<file path="src/rtl/core/fcsg_pkg.sv">
`default_nettype none

package fcsg_pkg;

    localparam int RADIUS_W      = 5;
    localparam int OFFSET_W      = 13;
    localparam int DIM_W         = 12;
    localparam int LINE_W        = 14;
    localparam int BOFF_W        = 26;
    localparam int BCNT_W        = 14;
    localparam int CENTER_W      = 14;
    localparam int COORD_W       = 15;
    localparam int HALF_W        = 12;
    localparam int Y_W           = 6;
    localparam int YSQ_W         = 11;
    localparam int RSQ_W         = 10;
    localparam int CFG_IDX_W     = 2;
    localparam int CFG_DATA_W    = 14;
    localparam int IN_TDATA_W    = 32;
    localparam int OUT_TDATA_W   = 80;

    localparam logic [RADIUS_W-1:0] MAX_RADIUS = 5'd31;
    localparam int BYTES_PER_PIXEL = 3;

    localparam logic [DIM_W-1:0]  RESET_IMAGE_WIDTH  = 12'd640;
    localparam logic [DIM_W-1:0]  RESET_IMAGE_HEIGHT = 12'd480;
    localparam logic [LINE_W-1:0] RESET_LINE_BYTES   = 14'd1920;

    localparam logic [CFG_IDX_W-1:0] REG_IMAGE_WIDTH  = 2'd0;
    localparam logic [CFG_IDX_W-1:0] REG_IMAGE_HEIGHT = 2'd1;
    localparam logic [CFG_IDX_W-1:0] REG_LINE_BYTES   = 2'd2;

    typedef logic [2:0] pc_t;

    localparam pc_t PC_IDLE   = 3'd0;
    localparam pc_t PC_CENTER = 3'd1;
    localparam pc_t PC_SEARCH = 3'd2;
    localparam pc_t PC_ABOVE  = 3'd3;
    localparam pc_t PC_BELOW  = 3'd4;

    typedef enum logic [1:0] {
        ROW_CENTER = 2'd0,
        ROW_ABOVE  = 2'd1,
        ROW_BELOW  = 2'd2
    } row_sel_t;

    typedef enum logic [1:0] {
        LAST_NONE  = 2'd0,
        LAST_RZERO = 2'd1,
        LAST_YEQR  = 2'd2
    } last_sel_t;

    typedef struct packed {
        logic      op_accept;
        logic      op_emit;
        logic      op_step;
        logic      op_search;
        row_sel_t  row_sel;
        last_sel_t last_sel;
        pc_t       next_pc;
        pc_t       last_pc;
    } ctrl_t;

    // microcode program
    function automatic ctrl_t prog_rom(input pc_t pc);
        ctrl_t cw;
        cw = '{op_accept: 1'b0, op_emit: 1'b0, op_step: 1'b0, op_search: 1'b0,
               row_sel: ROW_CENTER, last_sel: LAST_NONE,
               next_pc: PC_IDLE, last_pc: PC_IDLE};
        unique case (pc)
            PC_IDLE: begin
                cw.op_accept = 1'b1;
                cw.next_pc   = PC_CENTER;
            end
            PC_CENTER: begin
                cw.op_emit  = 1'b1;
                cw.op_step  = 1'b1;
                cw.row_sel  = ROW_CENTER;
                cw.last_sel = LAST_RZERO;
                cw.next_pc  = PC_SEARCH;
            end
            PC_SEARCH: begin
                cw.op_search = 1'b1;
                cw.next_pc   = PC_ABOVE;
            end
            PC_ABOVE: begin
                cw.op_emit = 1'b1;
                cw.row_sel = ROW_ABOVE;
                cw.next_pc = PC_BELOW;
            end
            PC_BELOW: begin
                cw.op_emit  = 1'b1;
                cw.op_step  = 1'b1;
                cw.row_sel  = ROW_BELOW;
                cw.last_sel = LAST_YEQR;
                cw.next_pc  = PC_SEARCH;
            end
            default: begin
                cw.next_pc = PC_IDLE;
            end
        endcase
        return cw;
    endfunction

    function automatic logic [DIM_W-1:0] clamp_col(input logic signed [COORD_W-1:0] v,
                                                   input logic [DIM_W-1:0] hi);
        logic [DIM_W-1:0] res;
        if (v < 0) begin
            res = '0;
        end else if (v > $signed({3'b000, hi})) begin
            res = hi;
        end else begin
            res = v[DIM_W-1:0];
        end
        return res;
    endfunction

endpackage

`default_nettype wire

</file>
<file path="src/rtl/core/filled_circle_span_generator.sv">
`default_nettype none

// channel   direction  fields (lowest bit first)
// s_        in         tdata: radius[4:0], offset_x[17:5], offset_y[30:18]
// m_        out        tdata: row, x_start, x_end, byte_offset, byte_count; tuser: visible;
//                      tlast: last
// cfg_      in         index 0 image_width, 1 image_height, 2 line_bytes
//
// a command is accepted in the idle step, then 2r+1 spans follow: the centre row, and per
// further row a search of one radius test per cycle followed by the spans above and below
// each span waits in its step while the output register is still held
// a new command is taken once the last span sits in the output register
// aresetn is synchronous, active low; the configuration registers return to 640 x 480, 1920 bytes
module filled_circle_span_generator (
    input  wire logic                                aclk,
    input  wire logic                                aresetn,
    input  wire logic                                s_tvalid,
    output      logic                                s_tready,
    input  wire logic [fcsg_pkg::IN_TDATA_W-1:0]     s_tdata,   // radius, offset_x, offset_y
    output      logic                                m_tvalid,
    input  wire logic                                m_tready,
    output      logic [fcsg_pkg::OUT_TDATA_W-1:0]    m_tdata,   // row, x_start, x_end,
                                                                // byte_offset, byte_count
    output      logic                                m_tuser,   // visible
    output      logic                                m_tlast,
    input  wire logic                                cfg_valid,
    output      logic                                cfg_ready,
    input  wire logic [fcsg_pkg::CFG_IDX_W-1:0]      cfg_index,
    input  wire logic [fcsg_pkg::CFG_DATA_W-1:0]     cfg_data
);
    import fcsg_pkg::*;

    // configuration
    logic [DIM_W-1:0]  width_reg;
    logic [DIM_W-1:0]  height_reg;
    logic [LINE_W-1:0] line_reg;

    // sequencer and datapath
    pc_t                          pc_reg;
    pc_t                          pc_next;
    ctrl_t                        cw;
    logic [RADIUS_W-1:0]          r_reg;
    logic [RSQ_W-1:0]             rsq_reg;
    logic signed [CENTER_W-1:0]   cx_reg;
    logic signed [CENTER_W-1:0]   cy_reg;
    logic signed [HALF_W-1:0]     x0_reg;
    logic signed [HALF_W-1:0]     dx_reg;
    logic signed [HALF_W-1:0]     x1_reg;
    logic [Y_W-1:0]               y_reg;
    logic [YSQ_W-1:0]             ysq_reg;

    // output register
    logic                         m_tvalid_reg;
    logic [DIM_W-1:0]             row_reg;
    logic [DIM_W-1:0]             xs_reg;
    logic [DIM_W-1:0]             xe_reg;
    logic [BOFF_W-1:0]            boff_reg;
    logic [BCNT_W-1:0]            bcnt_reg;
    logic                         vis_reg;
    logic                         last_reg;

    // combinational
    logic [RADIUS_W-1:0]          in_radius;
    logic [RADIUS_W-1:0]          in_r_sat;
    logic signed [OFFSET_W-1:0]   in_off_x;
    logic signed [OFFSET_W-1:0]   in_off_y;
    logic                         out_free;
    logic                         search_more;
    logic [2*(HALF_W-1)-1:0]      x1_sq;
    logic [2*(HALF_W-1):0]        dist_sq;
    logic                         go;
    logic                         emit_last;
    logic signed [COORD_W-1:0]    row_s;
    logic signed [COORD_W-1:0]    xa_s;
    logic signed [COORD_W-1:0]    xb_s;
    logic [DIM_W-1:0]             hi_col;
    logic                         row_vis;
    logic [DIM_W-1:0]             xa_c;
    logic [DIM_W-1:0]             xb_c;
    logic [BOFF_W-1:0]            boff_c;
    logic [BCNT_W-1:0]            bcnt_c;
    logic [BCNT_W-1:0]            span_diff;

    assign cw        = prog_rom(pc_reg);
    assign cfg_ready = 1'b1;
    assign s_tready  = cw.op_accept;
    assign out_free  = !m_tvalid_reg || m_tready;

    assign in_radius = s_tdata[RADIUS_W-1:0];
    assign in_off_x  = s_tdata[RADIUS_W +: OFFSET_W];
    assign in_off_y  = s_tdata[RADIUS_W+OFFSET_W +: OFFSET_W];
    assign in_r_sat  = (in_radius > MAX_RADIUS) ? MAX_RADIUS : in_radius;

    // radius test of the current candidate half-width
    assign x1_sq       = x1_reg[HALF_W-2:0] * x1_reg[HALF_W-2:0];
    assign dist_sq     = {1'b0, x1_sq} + {{(2*(HALF_W-1)+1-YSQ_W){1'b0}}, ysq_reg};
    assign search_more = (x1_reg > 12'sd0)
                         && (dist_sq > {{(2*(HALF_W-1)+1-RSQ_W){1'b0}}, rsq_reg});

    always_comb begin
        case (cw.last_sel)
            LAST_RZERO: emit_last = (r_reg == '0);
            LAST_YEQR:  emit_last = (y_reg == {1'b0, r_reg});
            default:    emit_last = 1'b0;
        endcase
    end

    always_comb begin
        if (cw.op_accept) begin
            go = s_tvalid;
        end else if (cw.op_emit) begin
            go = out_free;
        end else if (cw.op_search) begin
            go = !search_more;
        end else begin
            go = 1'b1;
        end
        if (!go) begin
            pc_next = pc_reg;
        end else if (cw.op_emit && emit_last) begin
            pc_next = cw.last_pc;
        end else begin
            pc_next = cw.next_pc;
        end
    end

    // span geometry and clamping
    always_comb begin
        case (cw.row_sel)
            ROW_ABOVE: row_s = COORD_W'(cy_reg) - COORD_W'(y_reg);
            ROW_BELOW: row_s = COORD_W'(cy_reg) + COORD_W'(y_reg);
            default:   row_s = COORD_W'(cy_reg);
        endcase
    end

    assign xa_s      = COORD_W'(cx_reg) - COORD_W'(x0_reg);
    assign xb_s      = COORD_W'(cx_reg) + COORD_W'(x0_reg);
    assign hi_col    = (width_reg == '0) ? '0 : width_reg - 12'd1;
    assign row_vis   = (row_s >= 0) && (row_s < $signed({3'b000, height_reg}));
    assign xa_c      = clamp_col(xa_s, hi_col);
    assign xb_c      = clamp_col(xb_s, hi_col);
    assign span_diff = {2'b00, xb_c} - {2'b00, xa_c};
    assign bcnt_c    = BCNT_W'(span_diff * BCNT_W'(BYTES_PER_PIXEL));
    assign boff_c    = BOFF_W'(BOFF_W'(xa_c) * BOFF_W'(BYTES_PER_PIXEL))
                       + BOFF_W'(BOFF_W'(line_reg) * BOFF_W'(row_s[DIM_W-1:0]));

    always_ff @(posedge aclk) begin
        if (!aresetn) begin
            width_reg  <= RESET_IMAGE_WIDTH;
            height_reg <= RESET_IMAGE_HEIGHT;
            line_reg   <= RESET_LINE_BYTES;
        end else if (cfg_valid && cfg_ready) begin
            case (cfg_index)
                REG_IMAGE_WIDTH:  width_reg  <= cfg_data[DIM_W-1:0];
                REG_IMAGE_HEIGHT: height_reg <= cfg_data[DIM_W-1:0];
                REG_LINE_BYTES:   line_reg   <= cfg_data[LINE_W-1:0];
                default: ;
            endcase
        end
    end

    always_ff @(posedge aclk) begin
        if (!aresetn) begin
            pc_reg       <= PC_IDLE;
            m_tvalid_reg <= 1'b0;
        end else begin
            pc_reg <= pc_next;
            if (cw.op_emit && out_free) begin
                m_tvalid_reg <= 1'b1;
            end else if (m_tready) begin
                m_tvalid_reg <= 1'b0;
            end
        end
    end

    always_ff @(posedge aclk) begin
        if (cw.op_accept && s_tvalid) begin
            r_reg   <= in_r_sat;
            rsq_reg <= in_r_sat * in_r_sat;
            cx_reg  <= CENTER_W'({1'b0, width_reg[DIM_W-1:1]}) + CENTER_W'(in_off_x);
            cy_reg  <= CENTER_W'({1'b0, height_reg[DIM_W-1:1]}) + CENTER_W'(in_off_y);
            x0_reg  <= HALF_W'(in_r_sat);
            dx_reg  <= '0;
            y_reg   <= '0;
            ysq_reg <= '0;
        end
        if (cw.op_step && go) begin
            y_reg   <= y_reg + 6'd1;
            ysq_reg <= ysq_reg + YSQ_W'({y_reg, 1'b1});
            x1_reg  <= x0_reg - dx_reg + 12'sd1;
        end
        if (cw.op_search) begin
            if (search_more) begin
                x1_reg <= x1_reg - 12'sd1;
            end else begin
                x0_reg <= x1_reg;
                dx_reg <= x0_reg - x1_reg;
            end
        end
        if (cw.op_emit && out_free) begin
            row_reg  <= row_vis ? row_s[DIM_W-1:0] : '0;
            xs_reg   <= row_vis ? xa_c : '0;
            xe_reg   <= row_vis ? xb_c : '0;
            boff_reg <= row_vis ? boff_c : '0;
            bcnt_reg <= row_vis ? bcnt_c : '0;
            vis_reg  <= row_vis;
            last_reg <= emit_last;
        end
    end

    assign m_tvalid = m_tvalid_reg;
    assign m_tdata  = {4'b0000, bcnt_reg, boff_reg, xe_reg, xs_reg, row_reg};
    assign m_tuser  = vis_reg;
    assign m_tlast  = last_reg;

`ifndef SYNTHESIS
    a_cmd_taken_once: assert property (@(posedge aclk) disable iff (!aresetn)
        (s_tvalid && s_tready) |=> !s_tready)
        else $error("command accepted twice in a row");

    a_search_stops: assert property (@(posedge aclk) disable iff (!aresetn)
        (pc_reg == PC_SEARCH && x1_reg <= 12'sd0) |=> (pc_reg == PC_ABOVE))
        else $error("search continued at non-positive half-width");

    a_hidden_zero: assert property (@(posedge aclk) disable iff (!aresetn)
        (m_tvalid && !m_tuser) |-> (m_tdata == '0))
        else $error("hidden span carries nonzero fields");

    a_count_match: assert property (@(posedge aclk) disable iff (!aresetn)
        m_tvalid |-> (bcnt_reg == BCNT_W'(({2'b00, xe_reg} - {2'b00, xs_reg}) * 14'd3)))
        else $error("byte count does not match span ends");
`endif

endmodule

`default_nettype wire

</file>
<file path="config.mk">
export PLATFORM = sky130hd
export DESIGN_NAME = filled_circle_span_generator
export DESIGN_NICKNAME = d
export VERILOG_FILES = /design/src/rtl/core/fcsg_pkg.sv /design/src/rtl/core/filled_circle_span_generator.sv
export SDC_FILE = /design/constraint.sdc
export NUM_CORES = 1
export LEC_CHECK = 0
export ABC_CLOCK_PERIOD_IN_PS = 9900
export BUFFER_PORTS_ARGS = -buffer_cell sky130_fd_sc_hd__buf_4
export CORE_ASPECT_RATIO = 1.2
export CORE_MARGIN = 2
export CORE_UTILIZATION = 55
export DETAILED_ROUTE_END_ITERATION = 7
export HOLD_SLACK_MARGIN = 0.15
export PLACE_DENSITY = 0.77
export RECOVER_POWER = 100
export SLEW_MARGIN = 25
export SYNTH_ARGS = -nofsm -noshare
export SYNTH_HDL_FRONTEND = slang
export SYNTH_SLANG_ARGS = --single-unit
</file>
<file path="constraint.sdc">
create_clock -name aclk -period 9.9 [get_ports aclk]
set_input_delay 1.98 -clock aclk [delete_from_list [all_inputs] [get_ports aclk]]
set_output_delay 1.98 -clock aclk [all_outputs]
set_load 0.005 [all_outputs]
</file>
==> results of run 1 <==
critical path: cells and delay by family (launching register included):
family          cells  cell delay, ns
xor+xnor            1            0.18
compound gates     13            2.24
flops               1            0.38
simple gates        8            1.81
buf+inv             8            0.95
fa+ha+maj           7            3.16
mux                 1            0.25
per-stage QoR:
stage	hold slack [ns]	setup slack, ns
2_1_floorplan	0.435	1.12
3_3_place_gp	0.443	0.568
3_5_place_dp	0.450	0.410
4_1_cts	0.460	0.325
5_1_grt	0.484	0.0157
6_report	0.457	0.606
repair_timing:
action	CTS	global route
setup buffers	0	0
hold buffers	0	0
hold endpoints to repair	0	0
setup endpoints to repair	0	8
resized for setup	0	7
path summary, 6_finish.rpt:
path | end | slack (ns) | cells after the start
worst max-delay path | boff_reg[25]$_SDFFCE_PN0P_ | 0.61 | 38
worst min-delay path | dx_reg[6]$_DFF_P_ | 0.46 | 2
worst max register to register | boff_reg[25]$_SDFFCE_PN0P_ | 0.61 | 38
worst min register to register | dx_reg[6]$_DFF_P_ | 0.46 | 2
cells in the mapped netlist (all sizes together) (43+ instances only):
cell	number	share of area
a21boi	43	0.013
a21o	65	0.019
a21oi	104	0.021
and2	76	0.019
clkbuf	77	0.013
dfxtp	78	0.062
edfxtp	136	0.16
fa	228	0.18
ha	334	0.17
inv	407	0.060
mux2i	52	0.021
nand2	303	0.045
nor2	241	0.036
nor3	57	0.011
o21ai	81	0.016
xnor2	100	0.035
xor2	48	0.017
cell families after synthesis:
family,share of synthesized area
AND/OR/NAND/NOR,0.155
other,0.000297
multiplexers,0.0283
XOR/XNOR,0.0519
adder cells (fa/ha/maj),0.345
buffers and inverters,0.0829
AO/OA/AOI/OAI,0.113
flip-flops,0.223
area by class of cell:
class / instances / share of cell area
diodes: 5 / 0.000456
clock inverters: 9 / 0.00378
flip-flops and latches: 214 / 0.206
repair buffers: 153 / 0.0387
multi-input cells: 2060 / 0.641
clock buffers: 34 / 0.0255
well taps: 616 / 0.0281
inverters: 414 / 0.0566
metal layers:
metal	wire, um	vias up
met2	31400	533
met5	0	-
li1	-	9363
met3	3080	152
met4	2260	0
met1	23800	9675
==> flow_metrics.tcl, run 1 <==
set metrics [dict create \
    finalCritPeriodShare 0.939 \
    fin_skew_ns 0.0180 \
    rsz0062_at_grt "no" \
    busiest_layer "met2" \
    cap_violations 6 \
    critical_path_class "flop to flop" \
    final_cell_area_sq_um 27400 \
    met2_usage 0.472 \
    port_buffers 131 \
    avgRoutedWirePerCell_um 17.3 \
    htreeDepth 1 \
    dr.pass1.iters 5 \
    dieHeight_um 239 \
    crit_required_ns 10.16 \
    ys_warn_count 0 \
    cts_tree "yes" \
    crit_start "width_reg[4]$_SDFFE_PN0P_" \
    failed_checks "capacitance limit, slew limit" \
    cp.arrival_ns 9.55 \
    core.rowCount 86 \
    clkSinkCount 214 \
    clk_pin_slew_worst_paths_ns 0.06 \
    drc 0 \
    finalSetupViolCount 0 \
    clkLatencyLatePin_ns 0.55 \
    final_cell_mix "inv_1 (405), ha_1 (334), nand2_1 (303)" \
    synth_cell_types 90 \
    setup_tns_ns 0 \
    dp_cells 3457 \
    routed_wl_um 60500 \
    detailedRoute.firstIterationViolations 931 \
    fp.dieW_um 200 \
    stdcell_count 3505 \
    cts-root-buf "clkbuf_16" \
    slowest_delay_ns 0.56 \
    dr_total_vias 19700 \
    synth_edf_count 136 \
    r2r-start "width_reg[4]$_SDFFE_PN0P_" \
    initial_core_util 0.554 \
    grt_max_degree 78 \
    start_kind "flop" \
    multiInputGateArea_sq_um 17600 \
    max_slew_margin -1.49 \
    core_sq_um 45700 \
    fin_nets 3483 \
    die_area_sq_um 47800 \
    viasPerCell 5.63 \
    async_flop_share 0 \
    grt_pass1_wl_um 99700 \
    regArea_sq_um 5650 \
    fillers 3877 \
    timing.fmax_mhz 108 \
    grt_usage 0.261 \
    largest_reg_flops 26 \
    syn_avg_cell_area_sq_um 9.06 \
    final_core_util 0.600 \
    area_growth_pct 8.42 \
    crit_fanout 12 \
    synth_flop_cell "edfxtp_1" \
    gr-total-overflow 0 \
    cts_buffers 25 \
    syn_area_sq_um 25300 \
    cpMaxStageDelayCell "or4_1" \
    antenna_found_initial 5 \
    gp_congestion 0.887 \
    status "finished with violations" \
    yosysSeqAreaShare 0.223 \
    synth-seq-cells 214 \
    drive_gt1_frac 0.0759 \
    dp_hpwl_um 48000 \
    hold_viol_final 0 \
    end_kind "flop" \
    hold_class "flop to flop" \
    grt_use_met3 0.0380 \
    clk_path_buf_depth 3 \
    worst_slew_pin_slew_ns 3.74 \
    final.min_clock_period_ns 9.29 \
    hp-start "dx_reg[6]$_DFF_P_" \
    syn_inst 2794 \
    grt_pass1_vias 20700 \
    grt_use_met1 0.306 \
    slew_viol_final 194 \
    final_common_cell "inv_1" \
    dpl_cell_area_sq_um 26700 \
    io_pins 138 \
    final_antenna_net_count 0 \
]
Power of run 1 is not shown: default switching activity piles up to over one toggle a cycle in this logic, so the estimate is an artifact.
==> inputs of run 2 (changes only) <==
CORE_UTILIZATION = 40   (was 55)
PLACE_DENSITY = 0.6   (was 0.77)
==> run 2 against run 1 <==
Net effect: the run still ends with capacitance limit, slew limit left; sequential cell count did not move; count of clock-buffer cells in the layout rose by 1; global-route usage fell by 6.8 points; worst hold slack improved by 0.0011 ns; fmax rose by 0.31%; critical path depth fell by 2; first-iteration DRC count fell by 1.7%; sequential share of layout area fell by 0.25 points; clock skew rose by 0.0013 ns; via count fell by 1.8%; critical endpoint is now boff_reg[24]$_SDFFCE_PN0P_.
==> flow_metrics.tcl, run 2 (synthesis results as in run 1) <==
set metrics [dict create \
    status "finished with violations" \
    failed_checks "capacitance limit, slew limit" \
    setup_tns_ns 0 \
    gp_congestion 0.891 \
    avgRoutedWirePerCell_um 16.6 \
    finalSetupViolCount 0 \
    area_growth_pct 9.74 \
    fin_nets 3484 \
    gr-total-overflow 0 \
    worst-r2r-cell-count 36 \
    cap_violations 3 \
    dp_hpwl_um 49300 \
    final.min_clock_period_ns 9.27 \
    fp.dieW_um 234 \
    regArea_sq_um 5650 \
    clkLatencyLatePin_ns 0.57 \
    port_buffers 131 \
    finalCritPeriodShare 0.936 \
    hold_class "flop to flop" \
    largest_reg_flops 26 \
    ctsHoldBuffers 0 \
    critPathBufInv 5 \
    crit_fanout 12 \
    core_sq_um 62900 \
    clk_path_buf_depth 3 \
    cpMaxStageDelayCell "fa_1" \
    final_antenna_net_count 0 \
    htreeDepth 1 \
    dp_cells 3664 \
    crit_family "adder cells" \
    viasPerCell 5.21 \
    end_kind "flop" \
    slew_viol_final 169 \
    worstSetupPathDepth 36 \
    dr.pass1.iters 5 \
    critical_path_class "flop to flop" \
    postCtsSetupRepairBufs 0 \
    final_cell_area_sq_um 27800 \
    start_kind "flop" \
    worst_slew_pin_slew_ns 4.56 \
    cts_buffers 27 \
    drc 0 \
    cts_resized 0 \
    dr_total_vias 19400 \
    multiInputGateArea_sq_um 17600 \
    cts_tree "yes" \
    fillers 6219 \
    grt_max_degree 79 \
    crit_required_ns 10.19 \
    final_common_cell "inv_1" \
    final_cell_mix "inv_1 (404), ha_1 (334), nand2_1 (303)" \
    min_path_cells 2 \
    max_slew_margin -2.04 \
    fin_skew_ns 0.0193 \
    detailedRoute.firstIterationViolations 915 \
    cp.arrival_ns 9.56 \
    hold_viol_final 0 \
    grt_pass1_vias 20000 \
    dpl_cell_area_sq_um 27000 \
    antenna_found_initial 4 \
    timing.fmax_mhz 108 \
    initial_core_util 0.402 \
    final_core_util 0.441 \
    io_pins 138 \
    crit_top_cell "fa_1" \
    slowest_delay_ns 0.54 \
    drive_gt1_frac 0.0785 \
    grt_pass1_wl_um 102000 \
    stdcell_count 3717 \
    grt_usage 0.194 \
    clkSinkCount 214 \
    die_area_sq_um 65300 \
    clk_pin_slew_worst_paths_ns 0.06 \
    dieHeight_um 280 \
    cts-root-buf "clkbuf_16" \
    core.rowCount 101 \
    routed_wl_um 61800 \
]
==> run 2: layer usage <==
layer,track usage,part of all wire,up-vias
li1,-,-,9383
met5,0,0.00013,-
met2,0.346,0.51,410
met3,0.0192,0.044,101
met1,0.243,0.42,9468
met4,0.0644,0.030,2
==> run 2: path summary, 6_finish.rpt <==
path | end | slack, ns | from
hold reg to reg | dx_reg[10]$_DFF_P_ | 0.46 | dx_reg[10]$_DFF_P_
setup reg to reg | boff_reg[24]$_SDFFCE_PN0P_ | 0.63 | x0_reg[0]$_DFF_P_
hold / removal | dx_reg[10]$_DFF_P_ | 0.46 | dx_reg[10]$_DFF_P_
setup / recovery | boff_reg[24]$_SDFFCE_PN0P_ | 0.63 | x0_reg[0]$_DFF_P_
==> run 2: worst reg2reg max path: cells and delay by family (launching register included) <==
family / cells / cell delay (ns)
adder cells (fa/ha/maj): 9 / 3.82
multiplexers: 1 / 0.31
flip-flops: 1 / 0.41
XOR/XNOR: 2 / 0.27
AO/OA/AOI/OAI: 15 / 3.01
buffers and inverters: 5 / 0.62
AND/OR/NAND/NOR: 4 / 0.55
==> run 2: stage by stage <==
stage,setup WS [ns],hold WS [ns]
finish,0.635,0.458
global route,-0.000264,0.482
detailed placement,0.383,0.452
global placement,0.558,0.443
CTS,0.316,0.459
floorplan,1.12,0.435
==> run 2: cell type report <==
class / count / share of cell area
flip-flops and latches: 214 / 0.203
clock inverters: 15 / 0.00468
multi-input cells: 2060 / 0.634
diodes: 3 / 0.000270
repair buffers: 152 / 0.0376
clock buffers: 35 / 0.0272
inverters: 414 / 0.0559
well taps: 824 / 0.0371
Power of run 2 is left out for the same reason.
==> inputs of run 3 (changes only) <==
PLACE_DENSITY = 0.57   (was 0.6)
==> run 3 against run 2 <==
Net effect: count of clock-buffer cells in the layout decreased by 2; critical path depth decreased by 1; non-clock buffer count increased by 3; critical endpoint unchanged; largest cell class unchanged; sequential cell count unchanged; critical path type unchanged; via count decreased by 0.68%; the run still ends with capacitance limit, slew limit left; register-to-register slack about the same.
==> flow_metrics.tcl, run 3 (synthesis results as in run 1) <==
set metrics [dict create \
    cap_violations 6 \
    htreeDepth 1 \
    grt_use_met1 0.240 \
    end_kind "flop" \
    fin_nets 3487 \
    grt_pass1_wl_um 103000 \
    setup_tns_ns 0 \
    hp-start "dx_reg[10]$_DFF_P_" \
    grt_max_degree 78 \
    dr.pass1.iters 6 \
    fin_skew_ns 0.0185 \
    clkLatencyLatePin_ns 0.57 \
    final_core_util 0.441 \
    slew_viol_final 208 \
    final_antenna_net_count 0 \
    rr_endpoint "boff_reg[24]$_SDFFCE_PN0P_" \
    initial_core_util 0.402 \
    dieHeight_um 280 \
    grt_usage 0.196 \
    core.rowCount 101 \
    critical_path_class "flop to flop" \
    gp_congestion 0.885 \
    gr-total-overflow 0 \
    fp.dieW_um 234 \
    failed_checks "capacitance limit, slew limit" \
    r2r_setup_slack_ns 0.64 \
    hold_class "flop to flop" \
    finalCritPeriodShare 0.935 \
    cts_buffers 27 \
    dp_hpwl_um 50400 \
    cpMaxStageDelayCell "fa_1" \
    ctsHoldBuffers 0 \
    drive_gt1_frac 0.0764 \
    clk_pin_slew_worst_paths_ns 0.06 \
    finalSetupViolCount 0 \
    busiest_layer "met2" \
    clkSinkCount 214 \
    worst-r2r-cell-count 35 \
    timing.fmax_mhz 108 \
    crit_required_ns 10.18 \
    rsz0062_at_grt "no" \
    status "finished with violations" \
    grt_pass1_vias 20200 \
    antenna_found_initial 3 \
    detailedRoute.firstIterationViolations 917 \
    r2r-start "x0_reg[1]$_DFF_P_" \
    met2_usage 0.358 \
    min_path_cells 2 \
    worstSetupPathDepth 35 \
    final_cell_mix "inv_1 (404), ha_1 (334), nand2_1 (303)" \
    cp.arrival_ns 9.54 \
    largest_reg_flops 26 \
    avgRoutedWirePerCell_um 16.8 \
    crit_fanout 12 \
    viasPerCell 5.17 \
    hold-path-endpoint "dx_reg[10]$_DFF_P_" \
    grt_use_met3 0.0232 \
    clk_path_buf_depth 3 \
    die_area_sq_um 65300 \
    cts_tree "yes" \
    final_common_cell "inv_1" \
    cts-root-buf "clkbuf_16" \
    crit_family "adder cells" \
    final.min_clock_period_ns 9.26 \
    area_growth_pct 9.65 \
    io_pins 138 \
    start_kind "flop" \
    port_buffers 131 \
    hold_viol_final 0 \
    slowest_delay_ns 0.55 \
    critPathBufInv 5 \
    core_sq_um 62900 \
    worst_slew_pin_slew_ns 3.52 \
    drc 0 \
    crit_top_cell "fa_1" \
    routed_wl_um 62400 \
    dr_total_vias 19200 \
    max_slew_margin -1.35 \
]
run 3: cell type report:
| class | count | area, sq um |
|---|---|---|
| multi-input combinational | 2060 | 17600 |
| fill | 6241 | 35200 |
| sequential | 214 | 5650 |
| inverter | 414 | 1550 |
| clock inverter | 17 | 154 |
| timing repair buffer | 155 | 1040 |
| tap | 824 | 1030 |
| clock buffer | 33 | 718 |
| antenna | 3 | 7.51 |
run 3: worst max path at each step:
stage                                   start                    endpoint  slack, ns
floorplan           width_reg[4]$_SDFFE_PN0P_  boff_reg[25]$_SDFFCE_PN0P_       1.12
global placement    width_reg[4]$_SDFFE_PN0P_  boff_reg[24]$_SDFFCE_PN0P_       0.49
detailed placement          x0_reg[1]$_DFF_P_  boff_reg[24]$_SDFFCE_PN0P_       0.34
CTS                         x0_reg[0]$_DFF_P_  boff_reg[24]$_SDFFCE_PN0P_       0.28
global route                x0_reg[0]$_DFF_P_  boff_reg[25]$_SDFFCE_PN0P_       0.06
finish                      x0_reg[1]$_DFF_P_  boff_reg[24]$_SDFFCE_PN0P_       0.64
run 3: tightest hold or removal path: stages, from the launching register on:
cell and delay (ns):
dfxtp_1 0.31, nand2_1 0.05, mux2i_1 0.05
run 3: metrics by stage:
step                setup slack [ns]  area (sq um)  instances  hold WS [ns]
floorplan                       1.12         25300       2797         0.435
global placement               0.487         27000       3666         0.443
detailed placement             0.338         27000       3667         0.452
CTS                            0.281         27900       3717         0.461
global route                  0.0619         27800       3720         0.479
finish                         0.642         27800       3720         0.458
run 3: per-layer routing:
metal	vias up	part of all wire
met3	88	0.037
met1	9476	0.42
li1	9366	-
met5	-	0
met2	303	0.52
met4	0	0.022
run 3: repair_timing:
action | CTS | global route
setup endpoints to repair | 0 | 6
gates resized for setup | 0 | 6
endpoints found under the hold margin | 0 | 0
setup buffers | 0 | 0
Power of run 3 is left out for the same reason.
